## src/hw/rtl/fsfp_pkg.sv

```systemverilog
// ----------------------------------------------------------------------------
// fsfp_pkg
// Shared types, constants and the scaling function of the sample frame parser.
// ----------------------------------------------------------------------------
package fsfp_pkg;

    localparam int NUM_CHAN   = 4;
    localparam int WORD_W     = 16;
    localparam int VALUE_W    = 18;
    localparam int GAIN_W     = 16;
    localparam int OFFSET_W   = 17;
    localparam int CFG_DATA_W = 17;
    localparam int CFG_IDX_W  = 1;
    localparam int POS_W      = 4;
    localparam int FRAC_SHIFT = 12;
    localparam int PROD_W     = WORD_W + GAIN_W;
    localparam int SCALED_W   = PROD_W - FRAC_SHIFT;
    localparam int DIFF_W     = SCALED_W + 1;
    localparam int QUEUE_DEPTH = 2;

    localparam logic [7:0] START_MARK = 8'h40;
    localparam logic [7:0] END_MARK   = 8'h21;

    localparam logic [POS_W-1:0] FIRST_WORD_POS = 4'd1;
    localparam logic [POS_W-1:0] LAST_WORD_POS  = 4'd8;
    localparam logic [POS_W-1:0] LAST_POS       = 4'd11;

    localparam logic [CFG_IDX_W-1:0] REG_SCALE_GAIN   = 1'b0;
    localparam logic [CFG_IDX_W-1:0] REG_SCALE_OFFSET = 1'b1;

    localparam logic [GAIN_W-1:0]   GAIN_RESET   = 16'd4981;
    localparam logic [OFFSET_W-1:0] OFFSET_RESET = 17'd40000;

    localparam logic signed [DIFF_W-1:0] VALUE_MAX = DIFF_W'(131071);
    localparam logic signed [DIFF_W-1:0] VALUE_MIN = -DIFF_W'(131072);

    typedef logic [NUM_CHAN-1:0][WORD_W-1:0]   frame_t;
    typedef logic [NUM_CHAN-1:0][SCALED_W-1:0] scaled_t;
    typedef logic signed [VALUE_W-1:0]         value_t;

    typedef struct packed {
        logic full;
        logic empty;
    } queue_status_t;

    function automatic value_t offset_saturate(input logic [SCALED_W-1:0] scaled,
                                               input logic [OFFSET_W-1:0] offset);
        logic signed [DIFF_W-1:0] diff;
        value_t                   result;
        diff = $signed({1'b0, scaled}) - $signed({{(DIFF_W-OFFSET_W){1'b0}}, offset});
        if (diff > VALUE_MAX)
        begin
            result = VALUE_MAX[VALUE_W-1:0];
        end
        else if (diff < VALUE_MIN)
        begin
            result = VALUE_MIN[VALUE_W-1:0];
        end
        else
        begin
            result = diff[VALUE_W-1:0];
        end
        return result;
    endfunction

endpackage

```

## src/hw/rtl/fsfp_front.sv

```systemverilog
// ----------------------------------------------------------------------------
// fsfp_front
// Byte parser: tracks the frame position, collects the four words and pushes
// a finished frame into the queue when the closing mark arrives.
// ----------------------------------------------------------------------------
module fsfp_front
    import fsfp_pkg::*;
(
    input  logic          clk,
    input  logic          rst_n,
    input  logic          in_valid,
    output logic          in_ready,
    input  logic [7:0]    rx_byte,
    input  queue_status_t q_status,
    output logic          push,
    output frame_t        push_frame
);

    logic             in_frame_reg;
    logic             in_frame_next;
    logic [POS_W-1:0] pos_reg;
    logic [POS_W-1:0] pos_next;
    logic [7:0]       hold_reg;
    logic [7:0]       hold_next;
    frame_t           words_reg;
    logic             word_we;
    logic [1:0]       word_idx;
    logic             accept;

    assign in_ready   = !q_status.full;
    assign accept     = in_valid && in_ready;
    assign word_idx   = 2'(pos_reg[POS_W-1:1] - 3'd1);
    assign push_frame = words_reg;

    always_comb
    begin
        in_frame_next = in_frame_reg;
        pos_next      = pos_reg;
        hold_next     = hold_reg;
        word_we       = 1'b0;
        push          = 1'b0;
        if (accept)
        begin
            if (rx_byte == START_MARK)
            begin
                in_frame_next = 1'b1;
                pos_next      = FIRST_WORD_POS;
                hold_next     = 8'd0;
            end
            else if ((rx_byte == END_MARK && pos_reg != LAST_POS) || pos_reg > LAST_POS)
            begin
                in_frame_next = 1'b0;
                pos_next      = '0;
                hold_next     = 8'd0;
            end
            else if (in_frame_reg && pos_reg == LAST_POS)
            begin
                push          = (rx_byte == END_MARK);
                in_frame_next = 1'b0;
                pos_next      = '0;
            end
            else
            begin
                if (in_frame_reg && pos_reg >= FIRST_WORD_POS && pos_reg <= LAST_WORD_POS)
                begin
                    if (pos_reg[0])
                    begin
                        hold_next = rx_byte;
                    end
                    else
                    begin
                        word_we = 1'b1;
                    end
                end
                pos_next = pos_reg + 4'd1;
            end
        end
    end

    always_ff @(posedge clk or negedge rst_n)
    begin
        if (!rst_n)
        begin
            in_frame_reg <= 1'b0;
            pos_reg      <= '0;
            hold_reg     <= 8'd0;
        end
        else
        begin
            in_frame_reg <= in_frame_next;
            pos_reg      <= pos_next;
            hold_reg     <= hold_next;
        end
    end

    always_ff @(posedge clk)
    begin
        if (word_we)
        begin
            words_reg[word_idx] <= {rx_byte, hold_reg};
        end
    end

endmodule

```

## src/hw/rtl/fsfp_queue.sv

```systemverilog
// ----------------------------------------------------------------------------
// fsfp_queue
// Two-entry frame queue between the parser and the scaling pipeline.
// ----------------------------------------------------------------------------
module fsfp_queue
    import fsfp_pkg::*;
(
    input  logic          clk,
    input  logic          rst_n,
    input  logic          push,
    input  frame_t        push_frame,
    input  logic          pop,
    output frame_t        pop_frame,
    output queue_status_t q_status
);

    frame_t     mem [QUEUE_DEPTH];
    logic       wr_ptr_reg;
    logic       rd_ptr_reg;
    logic [1:0] count_reg;
    logic [1:0] count_next;

    assign q_status.full  = (count_reg == 2'(QUEUE_DEPTH));
    assign q_status.empty = (count_reg == 2'd0);
    assign pop_frame      = mem[rd_ptr_reg];

    always_comb
    begin
        count_next = count_reg;
        if (push && !pop)
        begin
            count_next = count_reg + 2'd1;
        end
        else if (pop && !push)
        begin
            count_next = count_reg - 2'd1;
        end
    end

    always_ff @(posedge clk or negedge rst_n)
    begin
        if (!rst_n)
        begin
            wr_ptr_reg <= 1'b0;
            rd_ptr_reg <= 1'b0;
            count_reg  <= 2'd0;
        end
        else
        begin
            count_reg <= count_next;
            if (push)
            begin
                wr_ptr_reg <= !wr_ptr_reg;
            end
            if (pop)
            begin
                rd_ptr_reg <= !rd_ptr_reg;
            end
        end
    end

    always_ff @(posedge clk)
    begin
        if (push)
        begin
            mem[wr_ptr_reg] <= push_frame;
        end
    end

endmodule

```

## src/hw/rtl/fsfp_back.sv

```systemverilog
// ----------------------------------------------------------------------------
// fsfp_back
// Scaling pipeline: multiplies each word by the gain, then subtracts the
// offset, saturates, and holds the result in the output register.
// ----------------------------------------------------------------------------
module fsfp_back
    import fsfp_pkg::*;
(
    input  logic                clk,
    input  logic                rst_n,
    input  queue_status_t       q_status,
    input  frame_t              pop_frame,
    output logic                pop,
    input  logic [GAIN_W-1:0]   scale_gain,
    input  logic [OFFSET_W-1:0] scale_offset,
    output logic                out_valid,
    input  logic                out_ready,
    output value_t              chan0_value,
    output value_t              chan1_value,
    output value_t              chan2_value,
    output value_t              chan3_value
);

    logic    mul_valid_reg;
    scaled_t scaled_reg;
    logic    out_valid_reg;
    value_t  value_reg [NUM_CHAN];
    logic    out_adv;
    logic    mul_adv;

    assign out_adv = !out_valid_reg || out_ready;
    assign mul_adv = !mul_valid_reg || out_adv;
    assign pop     = !q_status.empty && mul_adv;

    assign out_valid   = out_valid_reg;
    assign chan0_value = value_reg[0];
    assign chan1_value = value_reg[1];
    assign chan2_value = value_reg[2];
    assign chan3_value = value_reg[3];

    always_ff @(posedge clk or negedge rst_n)
    begin
        if (!rst_n)
        begin
            mul_valid_reg <= 1'b0;
            out_valid_reg <= 1'b0;
        end
        else
        begin
            if (mul_adv)
            begin
                mul_valid_reg <= pop;
            end
            if (out_adv)
            begin
                out_valid_reg <= mul_valid_reg;
            end
        end
    end

    always_ff @(posedge clk)
    begin
        logic [PROD_W-1:0] prod;
        for (int i = 0; i < NUM_CHAN; i++)
        begin
            if (pop)
            begin
                prod          = PROD_W'(pop_frame[i]) * PROD_W'(scale_gain);
                scaled_reg[i] <= prod[PROD_W-1:FRAC_SHIFT];
            end
            if (out_adv && mul_valid_reg)
            begin
                value_reg[i] <= offset_saturate(scaled_reg[i], scale_offset);
            end
        end
    end

endmodule

```

## src/hw/rtl/four_channel_sample_frame_parser_top.sv

```systemverilog
// ----------------------------------------------------------------------------
// four_channel_sample_frame_parser_top
// Parses twelve-byte sample frames and emits the four scaled channel values.
// ----------------------------------------------------------------------------
// Throughput: one byte per cycle while the frame queue has room; a frame
// result follows each closing mark that ends a full frame. The result passes
// through the frame queue, the multiply register and the output register.
// A two-entry frame queue lets the parser run while the output is stalled.
// Reset: asynchronous, active low; parser idle, queue empty, gain 4981,
// offset 40000. No clearing pass is needed.
module four_channel_sample_frame_parser_top
    import fsfp_pkg::*;
(
    input  logic                  clk,
    input  logic                  rst_n,
    input  logic                  in_valid,
    output logic                  in_ready,
    input  logic [7:0]            rx_byte,
    output logic                  out_valid,
    input  logic                  out_ready,
    output value_t                chan0_value,
    output value_t                chan1_value,
    output value_t                chan2_value,
    output value_t                chan3_value,
    input  logic                  cfg_we,
    input  logic [CFG_IDX_W-1:0]  cfg_index,
    input  logic [CFG_DATA_W-1:0] cfg_data
);

    logic [GAIN_W-1:0]   gain_reg;
    logic [OFFSET_W-1:0] offset_reg;
    queue_status_t       q_status;
    logic                push;
    frame_t              push_frame;
    logic                pop;
    frame_t              pop_frame;

    always_ff @(posedge clk or negedge rst_n)
    begin
        if (!rst_n)
        begin
            gain_reg   <= GAIN_RESET;
            offset_reg <= OFFSET_RESET;
        end
        else if (cfg_we)
        begin
            case (cfg_index)
                REG_SCALE_GAIN:   gain_reg   <= cfg_data[GAIN_W-1:0];
                REG_SCALE_OFFSET: offset_reg <= cfg_data[OFFSET_W-1:0];
                default:          ;
            endcase
        end
    end

    fsfp_front u_front (
        .clk        (clk),
        .rst_n      (rst_n),
        .in_valid   (in_valid),
        .in_ready   (in_ready),
        .rx_byte    (rx_byte),
        .q_status   (q_status),
        .push       (push),
        .push_frame (push_frame)
    );

    fsfp_queue u_queue (
        .clk        (clk),
        .rst_n      (rst_n),
        .push       (push),
        .push_frame (push_frame),
        .pop        (pop),
        .pop_frame  (pop_frame),
        .q_status   (q_status)
    );

    fsfp_back u_back (
        .clk          (clk),
        .rst_n        (rst_n),
        .q_status     (q_status),
        .pop_frame    (pop_frame),
        .pop          (pop),
        .scale_gain   (gain_reg),
        .scale_offset (offset_reg),
        .out_valid    (out_valid),
        .out_ready    (out_ready),
        .chan0_value  (chan0_value),
        .chan1_value  (chan1_value),
        .chan2_value  (chan2_value),
        .chan3_value  (chan3_value)
    );

endmodule
```

## config.mk

```make
export PLATFORM = sky130hd
export DESIGN_NAME = four_channel_sample_frame_parser_top
export DESIGN_NICKNAME = d
export VERILOG_FILES = /design/src/hw/rtl/fsfp_pkg.sv /design/src/hw/rtl/fsfp_front.sv /design/src/hw/rtl/fsfp_queue.sv /design/src/hw/rtl/fsfp_back.sv /design/src/hw/rtl/four_channel_sample_frame_parser_top.sv
export SDC_FILE = /design/constraint.sdc
export NUM_CORES = 2
export LEC_CHECK = 0
export CAP_MARGIN = 0
export CORE_UTILIZATION = 45
export DETAILED_ROUTE_END_ITERATION = 10
export DONT_BUFFER_PORTS = 1
export HOLD_SLACK_MARGIN = 0.06
export PLACE_DENSITY = 0.66
export SLEW_MARGIN = 15
export SYNTH_ARGS = -nofsm -noshare
export SYNTH_HDL_FRONTEND = slang
export SYNTH_HIERARCHICAL = 1
export SYNTH_SLANG_ARGS = --single-unit
```

## constraint.sdc

```tcl
create_clock -name clk -period 12.55 [get_ports clk]
set_input_delay 1.255 -clock clk [delete_from_list [all_inputs] [get_ports clk]]
set_output_delay 1.255 -clock clk [all_outputs]
set_load 0.02 [all_outputs]
```

Word-level counts from Yosys, hierarchy flattened
Memory sizes are Yosys's and may differ from the RTL's.
Cells that the tools add are included.
Widths: inputs -> output; s select.
{"block": "classes", "n_reduce_logical": 30, "n_mul": 4, "n_eq_ne": 6, "addsub": 8, "n_lt_le_gt_ge": 13, "bitwise": 1, "mux": 42}
{"operator": "$mux 18", "count": 12}
{"operator": "$mul 16x16->32", "count": 4}
{"operator": "$gt 21x18->1 const B", "count": 4}
{"operator": "$lt 21x18->1 const B", "count": 4}
{"operator": "$sub 20x17->21", "count": 4}
{"operator": "$bwmux 64", "count": 1}
{"operator": "$mux 8", "count": 5}
{"operator": "$demux 16 s2", "count": 1}
{"operator": "$mux 1", "count": 17}
{"operator": "$mux 16", "count": 1}
{"operator": "$mux 4", "count": 3}
{"operator": "$logic_and 1x1->1", "count": 10}
{"operator": "$reduce_bool 3->1", "count": 3}
{"operator": "$eq 8x6->1 const B", "count": 1}
{"operator": "$eq 8x7->1 const B", "count": 1}
{"operator": "$logic_not 1->1", "count": 8}
{"operator": "$reduce_and 2->1", "count": 3}
{"operator": "$add 4x1->4 const B", "count": 1}
{"operator": "$eq 4x4->1 const B", "count": 1}
{"operator": "$ge 4x1->1 const B", "count": 1}
{"operator": "$gt 4x4->1 const B", "count": 1}
{"operator": "$le 4x4->1 const B", "count": 1}
{"operator": "$mux 2", "count": 2}
{"operator": "$ne 4x4->1 const B", "count": 1}
{"operator": "11 further kinds", "count": 14}
{"block": "totals", "word_cells": 124, "n_memories": 2, "ramBits": 200, "inputBits": 31, "regBits": 196, "output_inout_bits": 74}
{"name": "u_queue.mem", "words": 2, "width": 64, "read_ports": 1, "rd_clocked_by_memory_dff": 0, "write_ports": 1, "line": "fsfp_queue.sv:17", "text": "frame_t mem [QUEUE_DEPTH];"}
{"name": "u_back.value_reg", "words": 4, "width": 18, "read_ports": 4, "rd_clocked_by_memory_dff": 0, "write_ports": 4, "line": "fsfp_back.sv:27", "text": "value_t value_reg [NUM_CHAN];"}

Longest topological paths before layout
{"block": "logic_depth", "word_depth": 10, "ltp_mapped": 26, "ltp_nobuf": 23}

Hierarchy
The synthesis kept the hierarchy.
{"mod": "fsfp_back", "area_per_inst_um2": 41364.7, "cells_each": 4487, "instances": 1}
{"mod": "fsfp_queue", "area_per_inst_um2": 5011.1, "cells_each": 215, "instances": 1}
{"mod": "fsfp_front", "area_per_inst_um2": 2706.3, "cells_each": 143, "instances": 1}
{"mod": "four_channel_sample_frame_parser_top", "area_per_inst_um2": 1253.7, "cells_each": 71, "instances": 1}

Worst setup path after synthesis
OpenSTA, ideal clock, no wires.
{"block": "synth_timing", "path_kind": "flip-flop to flip-flop", "from": "reg u_queue.rd_ptr_reg", "to": "reg u_back/scaled_reg[39] (netlist bit), data pin", "path_stages_with_launch": 23, "path_buffers": 3, "setup_ps": 274, "t_required_ps": 12276, "period_less_slack_ps": 6483, "path_slack_ps": 6067, "t_arrival_ps": 6210, "path_cell_list": "dfrtp_1 > buf_6 > buf_6 > mux2_4 > clkbuf_1 > nand2_1 > fa_1 > fa_1 > fa_1 > inv_1 > fa_1 > fa_1 > inv_1 > fa_1 > inv_1 > ha_1 > and2_1 > a2111o_1 > o2111ai_1 > nand2_1 > a211o_1 > a2111oi_0 > a211oi_1"}
{"item": "from (decl)", "line": "fsfp_queue.sv:19", "text": "logic rd_ptr_reg;"}
{"item": "from (signal assigned)", "line": "fsfp_queue.sv:57", "text": "rd_ptr_reg <= !rd_ptr_reg;"}
{"item": "to (signal, indexed assignment)", "line": "fsfp_back.sv:69", "text": "scaled_reg[i] <= prod[PROD_W-1:FRAC_SHIFT];"}
{"item": "to (decl)", "line": "fsfp_back.sv:25", "text": "scaled_t scaled_reg;"}

==> impl_metrics.env <==
export IMPL_status="finished, final reports clean"
export IMPL_largest_reg_flops=128
export IMPL_postLayoutCellArea_um2=53150
export IMPL_cpMostUsedCell="fa_1"
export IMPL_globalplace_congestion=0.8550
export IMPL_post_cts_resized=0
export IMPL_max_freq_mhz=129.1
export IMPL_syn_area_um2=50340
export IMPL_start_kind="flip-flop"
export IMPL_hold_class="in2async"
export IMPL_yosys_warnings=6
export IMPL_ys_seq_area_share_pct=23.14
export IMPL_first_global_vias=35240
export IMPL_end_kind="flip-flop"
export IMPL_die_h_um=336.5
export IMPL_wire_per_inst_um=19.32
export IMPL_grt_max_degree=66
export IMPL_synth_top_area_share_pct=30.86
export IMPL_pin_count=105
export IMPL_ant_nets=0
export IMPL_io_buffer_count=0
export IMPL_ys_top_cells_by_area="fa_1 31%, edfxtp_1 21%, ha_1 12%"
export IMPL_slew_headroom_pct=21.88
export IMPL_synth_top_area_cell="fa_1"
export IMPL_tightest_slew_ns=1.168
export IMPL_avgViaCountPerCell=5.321
export IMPL_track_usage_pct=22.12
export IMPL_crit_fanout=51
export IMPL_grt_overflow=0
export IMPL_cap_violations=0
export IMPL_route_detailed_drc=0
export IMPL_required_ns=12.89
export IMPL_clk_path_buf_depth=3
export IMPL_hold_violations=0
export IMPL_start_util_pct=45.42
export IMPL_cts_clk_slew_worst_paths_ns=0.07
export IMPL_cp_arrival_ns=8.08
export IMPL_path_cells="buf_4 > mux2_2 > and2_1 > fa_1 > inv_1 > fa_1 > fa_1 > fa_1 > inv_1 > fa_1 > fa_1 > ha_1 > a211o_1 > a211oi_1 > a21bo_2 > a21boi_1 > o211ai_1 > o221a_2 > nor4_1 > nor3_1"
export IMPL_antenna_found_initial=5
export IMPL_report_final_slew_viol_count=0
export IMPL_placed_cell_area_um2=51630
export IMPL_final_net_count=6074
export IMPL_ys_types=89
export IMPL_dieArea_um2=113200
export IMPL_yosys_register_bits=396
export IMPL_wl_mm=122.0
export IMPL_die_w_um=336.5
export IMPL_drtIter0Drc=2083
export IMPL_rsz0062_at_grt="false"
export IMPL_area_growth_pct=5.585
export IMPL_grt_pass1_wl_mm=194.7
export IMPL_core_area_um2=110800
export IMPL_synth_ff_type="edfxtp_1"
export IMPL_synth_edf_count=344
export IMPL_diodes=0
export IMPL_setup_slack_ns=4.803
export IMPL_drive_above_1_share_pct=5.430
export IMPL_critical_path_class="reg2reg"
export IMPL_cts_hold_buf=0
export IMPL_clock_sinks=396
export IMPL_firstDrtPassIters=5
export IMPL_syn_area_per_cell_um2=10.24
export IMPL_dp_hpwl_mm=89.54
export IMPL_insertion_delay_ns=0.61
export IMPL_min_period_over_period_pct=61.73
export IMPL_preCtsSetupSlack_ns=4.742
export IMPL_rows=122
export IMPL_synth_fp_nets=6200
export IMPL_max_stage_delay_ns=0.74
export IMPL_critPathSlowestCell="buf_4"
export IMPL_async_flop_share_pct=13.13
export IMPL_clock_root_buffer="clkbuf_16"
export IMPL_vias=33590
export IMPL_fin_worst_skew_ns=0.01597
export IMPL_fillCellCount=10160
export IMPL_tns_ns=0
export IMPL_syn_inst=4916
export IMPL_finalCriticalPeriod_ns=7.747
export IMPL_postCtsSetupRepairBufs=0
export IMPL_setup_viol=0
export IMPL_h_tree_depth=2
export IMPL_numCtsBuffers=43
export IMPL_cts_tree="done"
==> final timing paths <==
check                                  startpoint                    end  slack [ns]  cells past startpoint
max                            u_queue/rd_ptr_reg  u_back/scaled_reg[79]        4.80                     20
min                                         rst_n       u_back/out_valid        0.35                      0
max reg2reg                    u_queue/rd_ptr_reg  u_back/scaled_reg[79]        4.80                     20
min reg2reg                u_front/push_frame[60]     u_queue/mem[0][60]        0.44                      0
max in group asynchronous                   rst_n         offset_reg[10]       11.94                      0
min in group clk           u_front/push_frame[60]     u_queue/mem[0][60]        0.44                      0
==> cells in the final DEF, fill, tap and decap left out, drive strengths merged, types with 8 or more instances in the layout <==
master | synthesis | routed
nor3 | 20 | 20
and2 | 489 | 489
nor2 | 90 | 90
a21o | 58 | 58
a211o | 13 | 13
a211oi | 26 | 26
dfrtp | 39 | 39
a31oi | 12 | 12
a21boi | 12 | 12
o22ai | 10 | 10
o311ai | 9 | 9
o21a | 17 | 17
edfxtp | 344 | 344
mux2 | 97 | 97
xor2 | 47 | 47
or2 | 9 | 9
nand2 | 614 | 614
or3 | 11 | 11
ha | 477 | 477
nor4 | 9 | 9
inv | 955 | 965
nand4 | 25 | 25
o211ai | 17 | 17
xnor2 | 93 | 93
o21bai | 18 | 18
dfstp | 13 | 13
buf | 17 | 30
and3 | 16 | 16
a21oi | 120 | 120
nand2b | 28 | 28
nand3 | 35 | 35
o31ai | 10 | 10
a22o | 8 | 8
fa | 776 | 776
nor2b | 27 | 27
clkbuf | 184 | 59
o21ai | 99 | 99
==> stage by stage <==
stage                     hold slack [ns]  utilization, %  cells
after floorplan                    0.4215               -   4916
after global placement             0.4217           46.59   6233
after CTS                          0.3011           47.96   6313
final                              0.3497           47.96   6313
after global routing               0.3188           47.96   6313
after detailed placement           0.4311           46.59   6233
==> cells in the mapped netlist (all sizes together) (11+ instances only) <==
cell,instances
a21oi,120
nor3,20
mux2,97
nor2,90
o21ai,99
nand4,25
a211o,13
o21a,17
dfstp,13
and3,16
a211oi,26
edfxtp,344
buf,17
nand2b,28
ha,477
nor2b,27
clkbuf,184
or3,11
inv,955
a21boi,12
nand3,35
xor2,47
a21o,58
and2,489
o21bai,18
fa,776
a31oi,12
nand2,614
xnor2,93
dfrtp,39
o211ai,17
==> metal layers <==
| metal | up-vias | GRT usage (%) | routed length (um) |
|---|---|---|---|
| li1 | 15230 | - | - |
| met1 | 17140 | 30.07 | 53780 |
| met2 | 1058 | 36.90 | 57130 |
| met3 | 165 | 3.077 | 7780 |
| met4 | 0 | 6.286 | 3284 |
| met5 | - | 0 | 0 |
==> worst max-delay path, delay by kind of cell, from the launching register on <==
| family | cells | cell delay, ns |
|---|---|---|
| AOI/OAI and AO/OA | 6 | 1.65 |
| and+or+nand+nor | 3 | 0.56 |
| muxes | 1 | 0.56 |
| buffers and inverters | 3 | 0.84 |
| DFF | 1 | 0.59 |
| adders and majority gates | 7 | 3.24 |
==> cell families (layout without fill, tap and decap cells) <==
family,count (synthesis),count (layout),synth area share (%)
simple gates,1394,1394,13.94
compound gates,478,478,6.363
flops,396,396,23.14
fa+ha+maj,1253,1253,42.72
xor+xnor,140,140,2.436
buf+inv,1156,1065,8.814
mux,99,99,2.583
==> cell type report <==
| cell class | instances | area [um^2] | area share, % |
|---|---|---|---|
| Clock buffer | 59 | 1239 | 2.331 |
| Clock inverter | 21 | 280.3 | 0.5273 |
| Inverter | 955 | 3585 | 6.745 |
| Multi-Input combinational cell | 3364 | 34290 | 64.52 |
| Sequential cell | 396 | 11660 | 21.95 |
| Tap cell | 1488 | 1862 | 3.503 |
| Timing Repair Buffer | 30 | 225.2 | 0.4238 |
Power is not shown: default switching activity piles up to over one toggle a cycle in this logic, so the estimate is an artifact.
